`src/hw/rtl/teq_pkg.sv`:
```
`default_nettype none
// ----------------------------------------------------------------------------
// teq_pkg
// Shared types and constants of the timed event queue.
// ----------------------------------------------------------------------------
package teq_pkg;

    localparam int KIND_W  = 4;
    localparam int TAG_W   = 8;
    localparam int DELAY_W = 30;
    localparam int ELAP_W  = 20;
    localparam int STEP_W  = 24;
    localparam int TIME_W  = 32;
    localparam int MAX_RESULTS = 16;

    typedef enum logic [1:0] {
        OP_ADD    = 2'd0,
        OP_CHANGE = 2'd1,
        OP_REMOVE = 2'd2,
        OP_TICK   = 2'd3
    } op_t;

    typedef struct packed {
        op_t               op;
        logic [KIND_W-1:0] kind;
        logic [TIME_W-1:0] value;
        logic [TAG_W-1:0]  tag;
    } cmd_t;

endpackage
`default_nettype wire

```
`src/hw/rtl/timed_event_queue.sv`:
```
`default_nettype none
// ----------------------------------------------------------------------------
// timed_event_queue
// Sorted queue of pending timed events with add, change, remove and tick.
// ----------------------------------------------------------------------------
// The input channel carries one command per transfer; the output channel
// carries fired events and full-queue drops, with last set on the final
// result of a command. A two-entry command queue lets the front accept
// commands while the back works on an earlier one; a command is held there
// until the back takes it.
// The back walks the list one entry per cycle while it does not wait on
// the output: an add searches for its place, a remove for its kind, a
// change removes its kind and inserts it anew, and a tick ages each entry
// and fires the due ones. Results leave from an output register; when the
// receiver stalls, the back waits while the front still fills its command
// queue. Reset empties the list and queues.
// ----------------------------------------------------------------------------
module timed_event_queue
    import teq_pkg::*;
#(
    parameter int QUEUE_DEPTH = 16
)
(
    input  wire logic               clk,
    input  wire logic               rst_n,
    input  wire logic               in_valid,
    output logic                    in_ready,
    input  wire logic [1:0]         opcode,
    input  wire logic [KIND_W-1:0]  event_kind,
    input  wire logic [DELAY_W-1:0] delay_cycles,
    input  wire logic [ELAP_W-1:0]  elapsed_cycles,
    input  wire logic [TAG_W-1:0]   callback_tag,
    input  wire logic [STEP_W-1:0]  step_cycles,
    output logic                    out_valid,
    input  wire logic               out_ready,
    output logic                    status,
    output logic [KIND_W-1:0]       fired_kind,
    output logic [TAG_W-1:0]        fired_tag,
    output logic                    last
);

    logic cmd_valid, cmd_ready;
    cmd_t cmd;

    teq_front u_front (
        .clk, .rst_n,
        .valid(in_valid), .ready(in_ready),
        .opcode, .event_kind, .delay_cycles, .elapsed_cycles,
        .callback_tag, .step_cycles,
        .cmd_valid, .cmd_ready, .cmd
    );

    teq_back #(.QUEUE_DEPTH(QUEUE_DEPTH)) u_back (
        .clk, .rst_n,
        .cmd_valid, .cmd_ready, .cmd,
        .out_valid, .out_ready,
        .status, .fired_kind, .fired_tag, .last
    );

endmodule
`default_nettype wire

```
`src/hw/rtl/teq_front.sv`:
```
`default_nettype none
// ----------------------------------------------------------------------------
// teq_front
// Accepts input transfers, computes the event time or takes the tick step, and queues a command.
// ----------------------------------------------------------------------------
module teq_front
    import teq_pkg::*;
(
    input  wire logic               clk,
    input  wire logic               rst_n,
    input  wire logic               valid,
    output logic                    ready,
    input  wire logic [1:0]         opcode,
    input  wire logic [KIND_W-1:0]  event_kind,
    input  wire logic [DELAY_W-1:0] delay_cycles,
    input  wire logic [ELAP_W-1:0]  elapsed_cycles,
    input  wire logic [TAG_W-1:0]   callback_tag,
    input  wire logic [STEP_W-1:0]  step_cycles,
    output logic                    cmd_valid,
    input  wire logic               cmd_ready,
    output cmd_t                    cmd
);

    cmd_t q_reg [2];
    logic wp_reg, rp_reg;
    logic [1:0] cnt_reg;
    cmd_t in_cmd;
    logic push, pop;

    always_comb
    begin
        in_cmd.op   = op_t'(opcode);
        in_cmd.kind = event_kind;
        in_cmd.tag  = callback_tag;
        if (op_t'(opcode) == OP_TICK)
            in_cmd.value = {{(TIME_W-STEP_W){1'b0}}, step_cycles};
        else
            in_cmd.value = {2'b00, delay_cycles}
                         + {{(TIME_W-ELAP_W){1'b0}}, elapsed_cycles};
    end

    assign ready     = (cnt_reg != 2'd2);
    assign cmd_valid = (cnt_reg != 2'd0);
    assign cmd       = q_reg[rp_reg];
    assign push      = valid && ready;
    assign pop       = cmd_valid && cmd_ready;

    always_ff @(posedge clk)
    begin
        if (push)
            q_reg[wp_reg] <= in_cmd;
    end

    always_ff @(posedge clk or negedge rst_n)
    begin
        if (!rst_n)
        begin
            wp_reg  <= 1'b0;
            rp_reg  <= 1'b0;
            cnt_reg <= 2'd0;
        end
        else
        begin
            if (push)
                wp_reg <= ~wp_reg;
            if (pop)
                rp_reg <= ~rp_reg;
            cnt_reg <= cnt_reg + 2'(push) - 2'(pop);
        end
    end

endmodule
`default_nettype wire

```
`src/hw/rtl/teq_back.sv`:
```
`default_nettype none
// ----------------------------------------------------------------------------
// teq_back
// Holds the sorted event list and executes one command at a time.
// ----------------------------------------------------------------------------
module teq_back
    import teq_pkg::*;
#(
    parameter int QUEUE_DEPTH = 16
)
(
    input  wire logic              clk,
    input  wire logic              rst_n,
    input  wire logic              cmd_valid,
    output logic                   cmd_ready,
    input  wire cmd_t              cmd,
    output logic                   out_valid,
    input  wire logic              out_ready,
    output logic                   status,
    output logic [KIND_W-1:0]      fired_kind,
    output logic [TAG_W-1:0]       fired_tag,
    output logic                   last
);

    localparam int IDX_W  = $clog2(QUEUE_DEPTH);
    localparam int CNT_W  = $clog2(QUEUE_DEPTH + 1);
    localparam int NOUT_W = $clog2(MAX_RESULTS + 1);

    typedef enum logic [4:0] {
        S_IDLE   = 5'b00001,
        S_SCAN   = 5'b00010,
        S_INSERT = 5'b00100,
        S_TICK   = 5'b01000,
        S_EMIT   = 5'b10000
    } state_t;

    state_t state_reg, state_next;
    logic [TIME_W-1:0] time_reg [QUEUE_DEPTH];
    logic [KIND_W-1:0] kind_reg [QUEUE_DEPTH];
    logic [TAG_W-1:0]  tag_reg  [QUEUE_DEPTH];
    logic [CNT_W-1:0]  count_reg;
    cmd_t              cmd_reg;
    logic [CNT_W-1:0]  idx_reg;
    logic [NOUT_W-1:0] nout_reg;

    logic              ovalid_reg;
    logic              ostat_reg, olast_reg;
    logic [KIND_W-1:0] okind_reg;
    logic [TAG_W-1:0]  otag_reg;

    logic [IDX_W-1:0]  ix;
    logic              at_end;
    logic              hit_kind;
    logic              place;
    logic              due;
    logic              more_due;
    logic              full;
    logic              fire;
    logic              out_free;

    assign ix       = idx_reg[IDX_W-1:0];
    assign at_end   = (idx_reg >= count_reg);
    assign hit_kind = !at_end && (kind_reg[ix] == cmd_reg.kind);
    assign place    = at_end || (time_reg[ix] > cmd_reg.value);
    assign due      = !at_end && (time_reg[ix] <= cmd_reg.value);
    assign full     = (count_reg == CNT_W'(QUEUE_DEPTH));
    assign fire     = due && (nout_reg < NOUT_W'(MAX_RESULTS));
    assign out_free = !ovalid_reg || out_ready;

    always_comb
    begin
        more_due = 1'b0;
        for (int j = 0; j < QUEUE_DEPTH; j++)
        begin
            if (CNT_W'(j) > idx_reg && CNT_W'(j) < count_reg
                && time_reg[j] <= cmd_reg.value)
                more_due = 1'b1;
        end
    end

    assign cmd_ready  = (state_reg == S_IDLE);
    assign out_valid  = ovalid_reg;
    assign status     = ostat_reg;
    assign fired_kind = okind_reg;
    assign fired_tag  = otag_reg;
    assign last       = olast_reg;

    always_comb
    begin
        state_next = state_reg;
        unique case (state_reg)
            S_IDLE:
            begin
                if (cmd_valid)
                begin
                    unique case (cmd.op)
                        OP_ADD:  state_next = S_INSERT;
                        OP_TICK: state_next = S_TICK;
                        default: state_next = S_SCAN;
                    endcase
                end
            end
            S_SCAN:
            begin
                if (at_end)
                    state_next = S_IDLE;
                else if (hit_kind)
                    state_next = (cmd_reg.op == OP_CHANGE) ? S_INSERT : S_IDLE;
            end
            S_INSERT:
            begin
                if (full)
                begin
                    if (out_free)
                        state_next = S_EMIT;
                end
                else if (place)
                    state_next = S_IDLE;
            end
            S_TICK:
            begin
                if (at_end)
                    state_next = S_IDLE;
                else if (fire && out_free)
                    state_next = S_EMIT;
            end
            S_EMIT:
            begin
                if (!ovalid_reg)
                    state_next = (cmd_reg.op == OP_TICK) ? S_TICK : S_IDLE;
            end
            default: state_next = S_IDLE;
        endcase
    end

    always_ff @(posedge clk or negedge rst_n)
    begin
        if (!rst_n)
        begin
            state_reg  <= S_IDLE;
            count_reg  <= '0;
            ovalid_reg <= 1'b0;
        end
        else
        begin
            state_reg <= state_next;
            if (ovalid_reg && out_ready)
                ovalid_reg <= 1'b0;
            if (state_reg == S_SCAN && hit_kind)
                count_reg <= count_reg - CNT_W'(1);
            if (state_reg == S_INSERT && !full && place)
                count_reg <= count_reg + CNT_W'(1);
            if (state_reg == S_TICK && fire && out_free)
                count_reg <= count_reg - CNT_W'(1);
            if (state_reg == S_EMIT && !ovalid_reg)
                ovalid_reg <= 1'b1;
        end
    end

    always_ff @(posedge clk)
    begin
        unique case (state_reg)
            S_IDLE:
            begin
                cmd_reg  <= cmd;
                idx_reg  <= '0;
                nout_reg <= '0;
            end
            S_SCAN:
            begin
                if (hit_kind)
                begin
                    for (int j = 0; j < QUEUE_DEPTH - 1; j++)
                    begin
                        if (CNT_W'(j) >= idx_reg)
                        begin
                            time_reg[j] <= time_reg[j+1];
                            kind_reg[j] <= kind_reg[j+1];
                            tag_reg[j]  <= tag_reg[j+1];
                        end
                    end
                    cmd_reg.tag <= tag_reg[ix];
                    idx_reg     <= '0;
                end
                else
                    idx_reg <= idx_reg + CNT_W'(1);
            end
            S_INSERT:
            begin
                if (full)
                begin
                    if (out_free)
                    begin
                        ostat_reg <= 1'b1;
                        okind_reg <= cmd_reg.kind;
                        otag_reg  <= cmd_reg.tag;
                        olast_reg <= 1'b1;
                    end
                end
                else if (place)
                begin
                    for (int j = 1; j < QUEUE_DEPTH; j++)
                    begin
                        if (CNT_W'(j) > idx_reg)
                        begin
                            time_reg[j] <= time_reg[j-1];
                            kind_reg[j] <= kind_reg[j-1];
                            tag_reg[j]  <= tag_reg[j-1];
                        end
                    end
                    time_reg[ix] <= cmd_reg.value;
                    kind_reg[ix] <= cmd_reg.kind;
                    tag_reg[ix]  <= cmd_reg.tag;
                end
                else
                    idx_reg <= idx_reg + CNT_W'(1);
            end
            S_TICK:
            begin
                if (fire)
                begin
                    if (out_free)
                    begin
                        ostat_reg <= 1'b0;
                        okind_reg <= kind_reg[ix];
                        otag_reg  <= tag_reg[ix];
                        olast_reg <= !more_due
                                  || (nout_reg == NOUT_W'(MAX_RESULTS - 1));
                        nout_reg  <= nout_reg + NOUT_W'(1);
                        for (int j = 0; j < QUEUE_DEPTH - 1; j++)
                        begin
                            if (CNT_W'(j) >= idx_reg)
                            begin
                                time_reg[j] <= time_reg[j+1];
                                kind_reg[j] <= kind_reg[j+1];
                                tag_reg[j]  <= tag_reg[j+1];
                            end
                        end
                    end
                end
                else if (!at_end)
                begin
                    time_reg[ix] <= due ? '0 : time_reg[ix] - cmd_reg.value;
                    idx_reg      <= idx_reg + CNT_W'(1);
                end
            end
            S_EMIT: ;
            default: ;
        endcase
    end

endmodule
`default_nettype wire

```
`config.mk`:
```
export PLATFORM = sky130hd
export DESIGN_NAME = timed_event_queue
export DESIGN_NICKNAME = d
export VERILOG_FILES = /design/src/hw/rtl/teq_pkg.sv /design/src/hw/rtl/timed_event_queue.sv /design/src/hw/rtl/teq_front.sv /design/src/hw/rtl/teq_back.sv
export SDC_FILE = /design/constraint.sdc
export NUM_CORES = 2
export LEC_CHECK = 0
export ABC_CLOCK_PERIOD_IN_PS = 25200
export BUFFER_PORTS_ARGS = -buffer_cell sky130_fd_sc_hd__buf_4
export CAP_MARGIN = 20
export CORE_MARGIN = 2
export CORE_UTILIZATION = 35
export DETAILED_ROUTE_END_ITERATION = 10
export PLACE_DENSITY = 0.52
export SYNTH_ARGS = -nofsm -noshare
export SYNTH_HDL_FRONTEND = slang
export SYNTH_SLANG_ARGS = --single-unit
export TNS_END_PERCENT = 1
```
`constraint.sdc`:
```
create_clock -name clk -period 25.2 [get_ports clk]
set_clock_uncertainty 0.2 [all_clocks]
set_input_delay 1.26 -clock clk [delete_from_list [all_inputs] [get_ports clk]]
set_output_delay 1.26 -clock clk [all_outputs]
set_load 0.1 [all_outputs]
```
* After elaboration in Yosys (flattened, before gate mapping)
Memory sizes are Yosys's and may differ from the RTL's. A register that Yosys moved wholly into a read port is not among the register bits.
Cells that the tools add are included.
** Cells by class
- Add/subtract/negate cells :: 8
- Order comparisons :: 67
- Equality and inequality tests :: 28
- Mux-type cells :: 370
- Bitwise gates (word level) :: 90
- Reduce and logical (&&, ||, !) cells :: 68
** Operator list (count)
- $mux 32 :: 33
- $le 32x32->1 :: 17
- $mux 8 :: 35
- $mux 1 :: 232
- $mux 4 :: 41
- $mux 5 :: 19
- $or 1x1->1 :: 88
- $logic_and 1x1->1 :: 45
- $gt 4x5->1 const A :: 8
- $lt 4x5->1 const A :: 8
- $ge 4x5->1 const A :: 7
- $gt 32x32->1 :: 1
- $pmux 8 s2 :: 2
- $reduce_or 32->1 :: 1
- $sub 32x32->32 :: 1
- $add 30x20->31 :: 1
- $pmux 5 s5 :: 1
- $ge 3x5->1 const A :: 4
- $gt 3x5->1 const A :: 4
- $lt 3x5->1 const A :: 4
- $pmux 5 s4 :: 1
- $pmux 4 s2 :: 2
- $add 5x1->5 const B :: 3
- $ne 2x1->1 const B :: 6
- 38 further kinds :: 67
** Word-level totals
- Flip-flop bits (word level) :: 85
- Bits in writable memories :: 796
- Input bits :: 92
- Logic and storage cells :: 651
- Memories kept :: 4
** Memory list
- u_back.time_reg :: words 16, width 32, read ports 17, clocked after memory_dff 1, wr ports 16, RTL line teq_back.sv:38 : logic [TIME_W-1:0] time_reg [QUEUE_DEPTH];
- u_back.tag_reg :: words 16, width 8, read ports 17, clocked after memory_dff 1, wr ports 16, RTL line teq_back.sv:40 : logic [TAG_W-1:0] tag_reg [QUEUE_DEPTH];
- u_front.q_reg :: words 2, width 46, read ports 1, clocked after memory_dff 0, wr ports 1, RTL line teq_front.sv:24 : cmd_t q_reg [2];
- u_back.kind_reg :: words 16, width 4, read ports 17, clocked after memory_dff 1, wr ports 16, RTL line teq_back.sv:39 : logic [KIND_W-1:0] kind_reg [QUEUE_DEPTH];

* Depth between registers and ports, before layout
- Depth in word-level cells :: 24
- Mapped depth :: 23
- Mapped depth without buffers :: 14

* By module
Synthesis repeated with hierarchy kept, for this count alone.
** Unflattened totals
- Cell total of the unflattened synthesis :: 5975
- Area total of the unflattened synthesis :: 63179.3 µm²
** Modules (own cells, without submodules)
- teq_back :: times used 1, cells an instance 5528, area each 57898.0 µm², sequential area each 23598.9 µm²
- teq_front :: times used 1, cells an instance 447, area each 5281.3 µm², sequential area each 2802.7 µm²

* Least setup slack after synthesis
No wires, ideal clock.
- Path type :: register -> register
- Start point :: register (tool-made name)
- End point :: memory u_back.time_reg[4][0], enable pin
- Arrival time :: 7867 ps
- Data required time :: 24523 ps
- Setup slack :: 16656 ps
- Stages on the path, launching flop included :: 21
- Clock period less this slack :: 8544 ps
- Cell sequence :: dfxtp_1 -> buf_6 -> buf_2 -> buf_2 -> buf_1 -> buf_1 -> mux4_2 -> mux4_2 -> ha_1 -> and2_1 -> nand4_1 -> or4_1 -> o32ai_1 -> and2_1 -> buf_2 -> o21ai_2 -> buf_6 -> nand2_1 -> buf_2 -> nor2_1 -> a222oi_1
** RTL lines (RTL line)
- end, declared :: teq_back.sv:38

==> results.ini <==
[route]
vias = 48993
drc = 0
drtPass1Iterations = 5
first_iter_violations = 6126
top_layer_used = met5
post_drt_via_cell_ratio = 6.233
wl_per_cell_um = 31.86
drt-total-wl_um = 250400
ant_nets = 0
wl_met3_um = 22650
met1_length_um = 108700
dr_wl_met2_um = 109400

[clock_tree]
h-tree-depth = 3
cts_buffers = 107
post_cts_buffers = 0
cts_tree = yes
cts_buffer_depth = 3
clkTransAtPathRegs_ns = 0.06
insertion_delay_ns = 0.78
postCtsHoldBufs = 0
clockRootBuffer = clkbuf_16
post_cts_resize_count = 0
cts.sinks = 882

[pwr]
p_per_area_nw_per_um2 = 111.6
vdd_ir_drop_max_v = 0.00008290
p_leak_nw = 25.05
fin_total_pwr_mw = 7.876

[floorplan]
die_area_um2 = 184200
die_w_um = 429.2
num_rows = 156
fp.coreArea_um2 = 180200
ios = 108
initial_core_util_pct = 35.13
die_height_um = 429.2

[critical_path]
worst_ep_arrival_time_ns = 9.69
criticalPathCategory = flop to flop
cp_top_family = buffers and inverters
slowest_stage = o41ai_1
r2r_setup_slack_ns = 15.68
max_stage_delay_ns = 1.02
r2r-end = u_back.time_reg[13][30]$_DFFE_PP_
cp-end-kind = flop
reg2reg_depth = 17
critPathLaunchType = flop
path_cells = buf_4, buf_4, mux4_2, mux4_2, ha_1, nand4_1, o41ai_1, o31ai_1, a21o_1, and3_2, nor3_2, buf_4, nand3_2, nand2_2, buf_4, nand2b_2, buf_4
cp_max_fo = 35
required_ns = 25.37
crit_top_cell = buf_4
cp.buffers_inverters = 5

[synthesis]
synth_top_area_share_pct = 40.95
syn_inst = 5373
synthTopCellsByArea = edfxtp_1 41%, mux2i_1 13%, ha_1 11%
synth_ff_type = edfxtp_1
synth_edf_count = 863
ys_types = 88
syn-cell-area_um2 = 63290
avgSynthCellArea_um2 = 11.78
async_flop_share_pct = 1.701
ys_ff_latch = 882
synth_top_cell_by_area = edfxtp_1
syn-num-nets = 6032
ys_seq_area_share_pct = 41.67
yosys_warnings = 0

[sta]
slew-limit-headroom_pct = 17.27
finalCritPeriodShare_pct = 37.78
hold_viol_final = 0
setup_ws_ns = 15.68
fin_tns_setup_ns = 0
fin_crit_ns = 9.520
slew_viol_final = 0
final-setup-viol-count = 0
tightest_slew_ns = 1.241
rsz0062_at_grt = false
clock.fmax_mhz = 105.0

[grt]
antenna_found_initial = 9
grt_overflow_total = 0
grt.total_usage_pct = 26.57
grt_pass1_vias = 47175
grt_pass1_wl_um = 357400
grt_start_max_net_pins = 128

[layout]
drive_above_1_share_pct = 15.83
stdcell_count = 7860
fin_nets = 6059
area_delta_synth_final_pct = 11.53
largest_reg_flops = 512

[placement]
dpl.hpwl_um = 174900
placed_cells = 7657
io_buffers = 107
place_congestion = 0.9819
pre_cts_ws_ns = 15.76

[min_path]
holdCritPathClass = input port to asynchronous set/reset pin

[status]
run_status = finished clean

[flow_run]
max_cap_violations = 0

cells by family after synthesis:
family                     count (synthesis)  synth area share, %
muxes                                   1206                23.62
xor gates and xnor gates                  58               0.8027
DFF                                      882                41.67
buffers and inverters                    437                3.088
and+or+nand+nor                         1110                8.604
AOI/OAI and AO/OA                       1113                10.98
adders and majority gates                567                11.23
Yosys cell counts, types with 14 or more instances:
library cell / n
a2111oi_0: 18
a211oi_1: 71
a21o_1: 144
a21oi_1: 424
a22oi_1: 15
a22oi_2: 19
a31oi_1: 30
and2_1: 20
and3_1: 16
buf_1: 40
buf_2: 89
buf_4: 22
buf_6: 16
clkbuf_1: 171
dfrtp_1: 14
edfxtp_1: 863
ha_1: 565
inv_1: 98
mux2_2: 140
mux2i_1: 849
mux4_2: 216
nand2_1: 276
nand2b_1: 29
nand3_1: 77
nand4_1: 120
nor2_1: 308
nor2b_1: 115
nor3_1: 47
nor4_1: 34
o211ai_1: 16
o21a_1: 31
o21ai_0: 200
o21ai_1: 24
o31ai_1: 17
or3_1: 14
xnor2_1: 38
xor2_1: 20
how the worst max path moves through the flow:
stage | startpoint | end | slack (ns) | cells after the start
2_1_floorplan | flop | u_back.time_reg[4][0]$_DFFE_PP_ | 16.66 | 20
5_1_grt | flop | u_back.time_reg[13][30]$_DFFE_PP_ | 15.47 | 17
3_5_place_dp | flop | u_back.time_reg[13][18]$_DFFE_PP_ | 15.76 | 17
3_3_place_gp | flop | u_back.time_reg[13][17]$_DFFE_PP_ | 15.89 | 17
4_1_cts | flop | u_back.time_reg[13][28]$_DFFE_PP_ | 15.70 | 17
6_report | flop | u_back.time_reg[13][30]$_DFFE_PP_ | 15.68 | 17
placed cells by master (no fill, tap or decap), types with 140 or more instances in the layout:
cell,count
mux2_2,140
nor2_1,305
a21o_1,143
buf_4,247
o21ai_0,196
mux4_2,216
mux2i_1,848
a21oi_1,420
nand2_1,266
ha_1,565
edfxtp_1,863
per-stage QoR:
step | util [%] | hold WS [ns] | cell area (um^2)
after global placement | 37.18 | 0.3279 | 66990
final | 39.18 | 0.1516 | 70580
after floorplan | - | 0.2608 | 63290
after global routing | 39.18 | 0.1405 | 70580
after detailed placement | 37.20 | 0.3319 | 67020
after CTS | 39.14 | 0.1073 | 70510
worst reg2reg max path, cell delays in order (launching register included):
cell,delay (ns)
dfxtp_4,0.67
buf_4,0.64
buf_4,0.85
mux4_2,0.66
mux4_2,0.52
ha_1,0.43
nand4_1,0.48
o41ai_1,1.02
o31ai_1,0.29
a21o_1,0.30
and3_2,0.35
nor3_2,0.21
buf_4,0.32
nand3_2,0.53
nand2_2,0.18
buf_4,0.62
nand2b_2,0.26
buf_4,0.56
area by class of cell:
type | instances | area (um^2)
Inverter | 99 | 371.6
Tap cell | 2370 | 2965
Antenna cell | 1 | 2.502
Clock inverter | 73 | 745.7
Fill cell | 17132 | 109600
Multi-Input combinational cell | 4054 | 35390
Clock buffer | 125 | 2745
Sequential cell | 882 | 26390
Timing Repair Buffer | 256 | 1977
per-layer routing:
metal	vias to the layer above	track usage (%)
met3	446	5.110
met5	-	0
met1	24950	37.71
met2	2473	40.23
li1	21114	-
met4	10	9.413
where the power goes:
| group | total [mW] | switching, mW | leakage [nW] | internal, mW |
|---|---|---|---|---|
| Clock | 1.58 | 0.691 | 1.71 | 0.893 |
| Sequential | 2.32 | 0.384 | 8.05 | 1.93 |
| Combinational | 3.97 | 2.51 | 15.3 | 1.46 |
(Power assumes the default switching activity.)
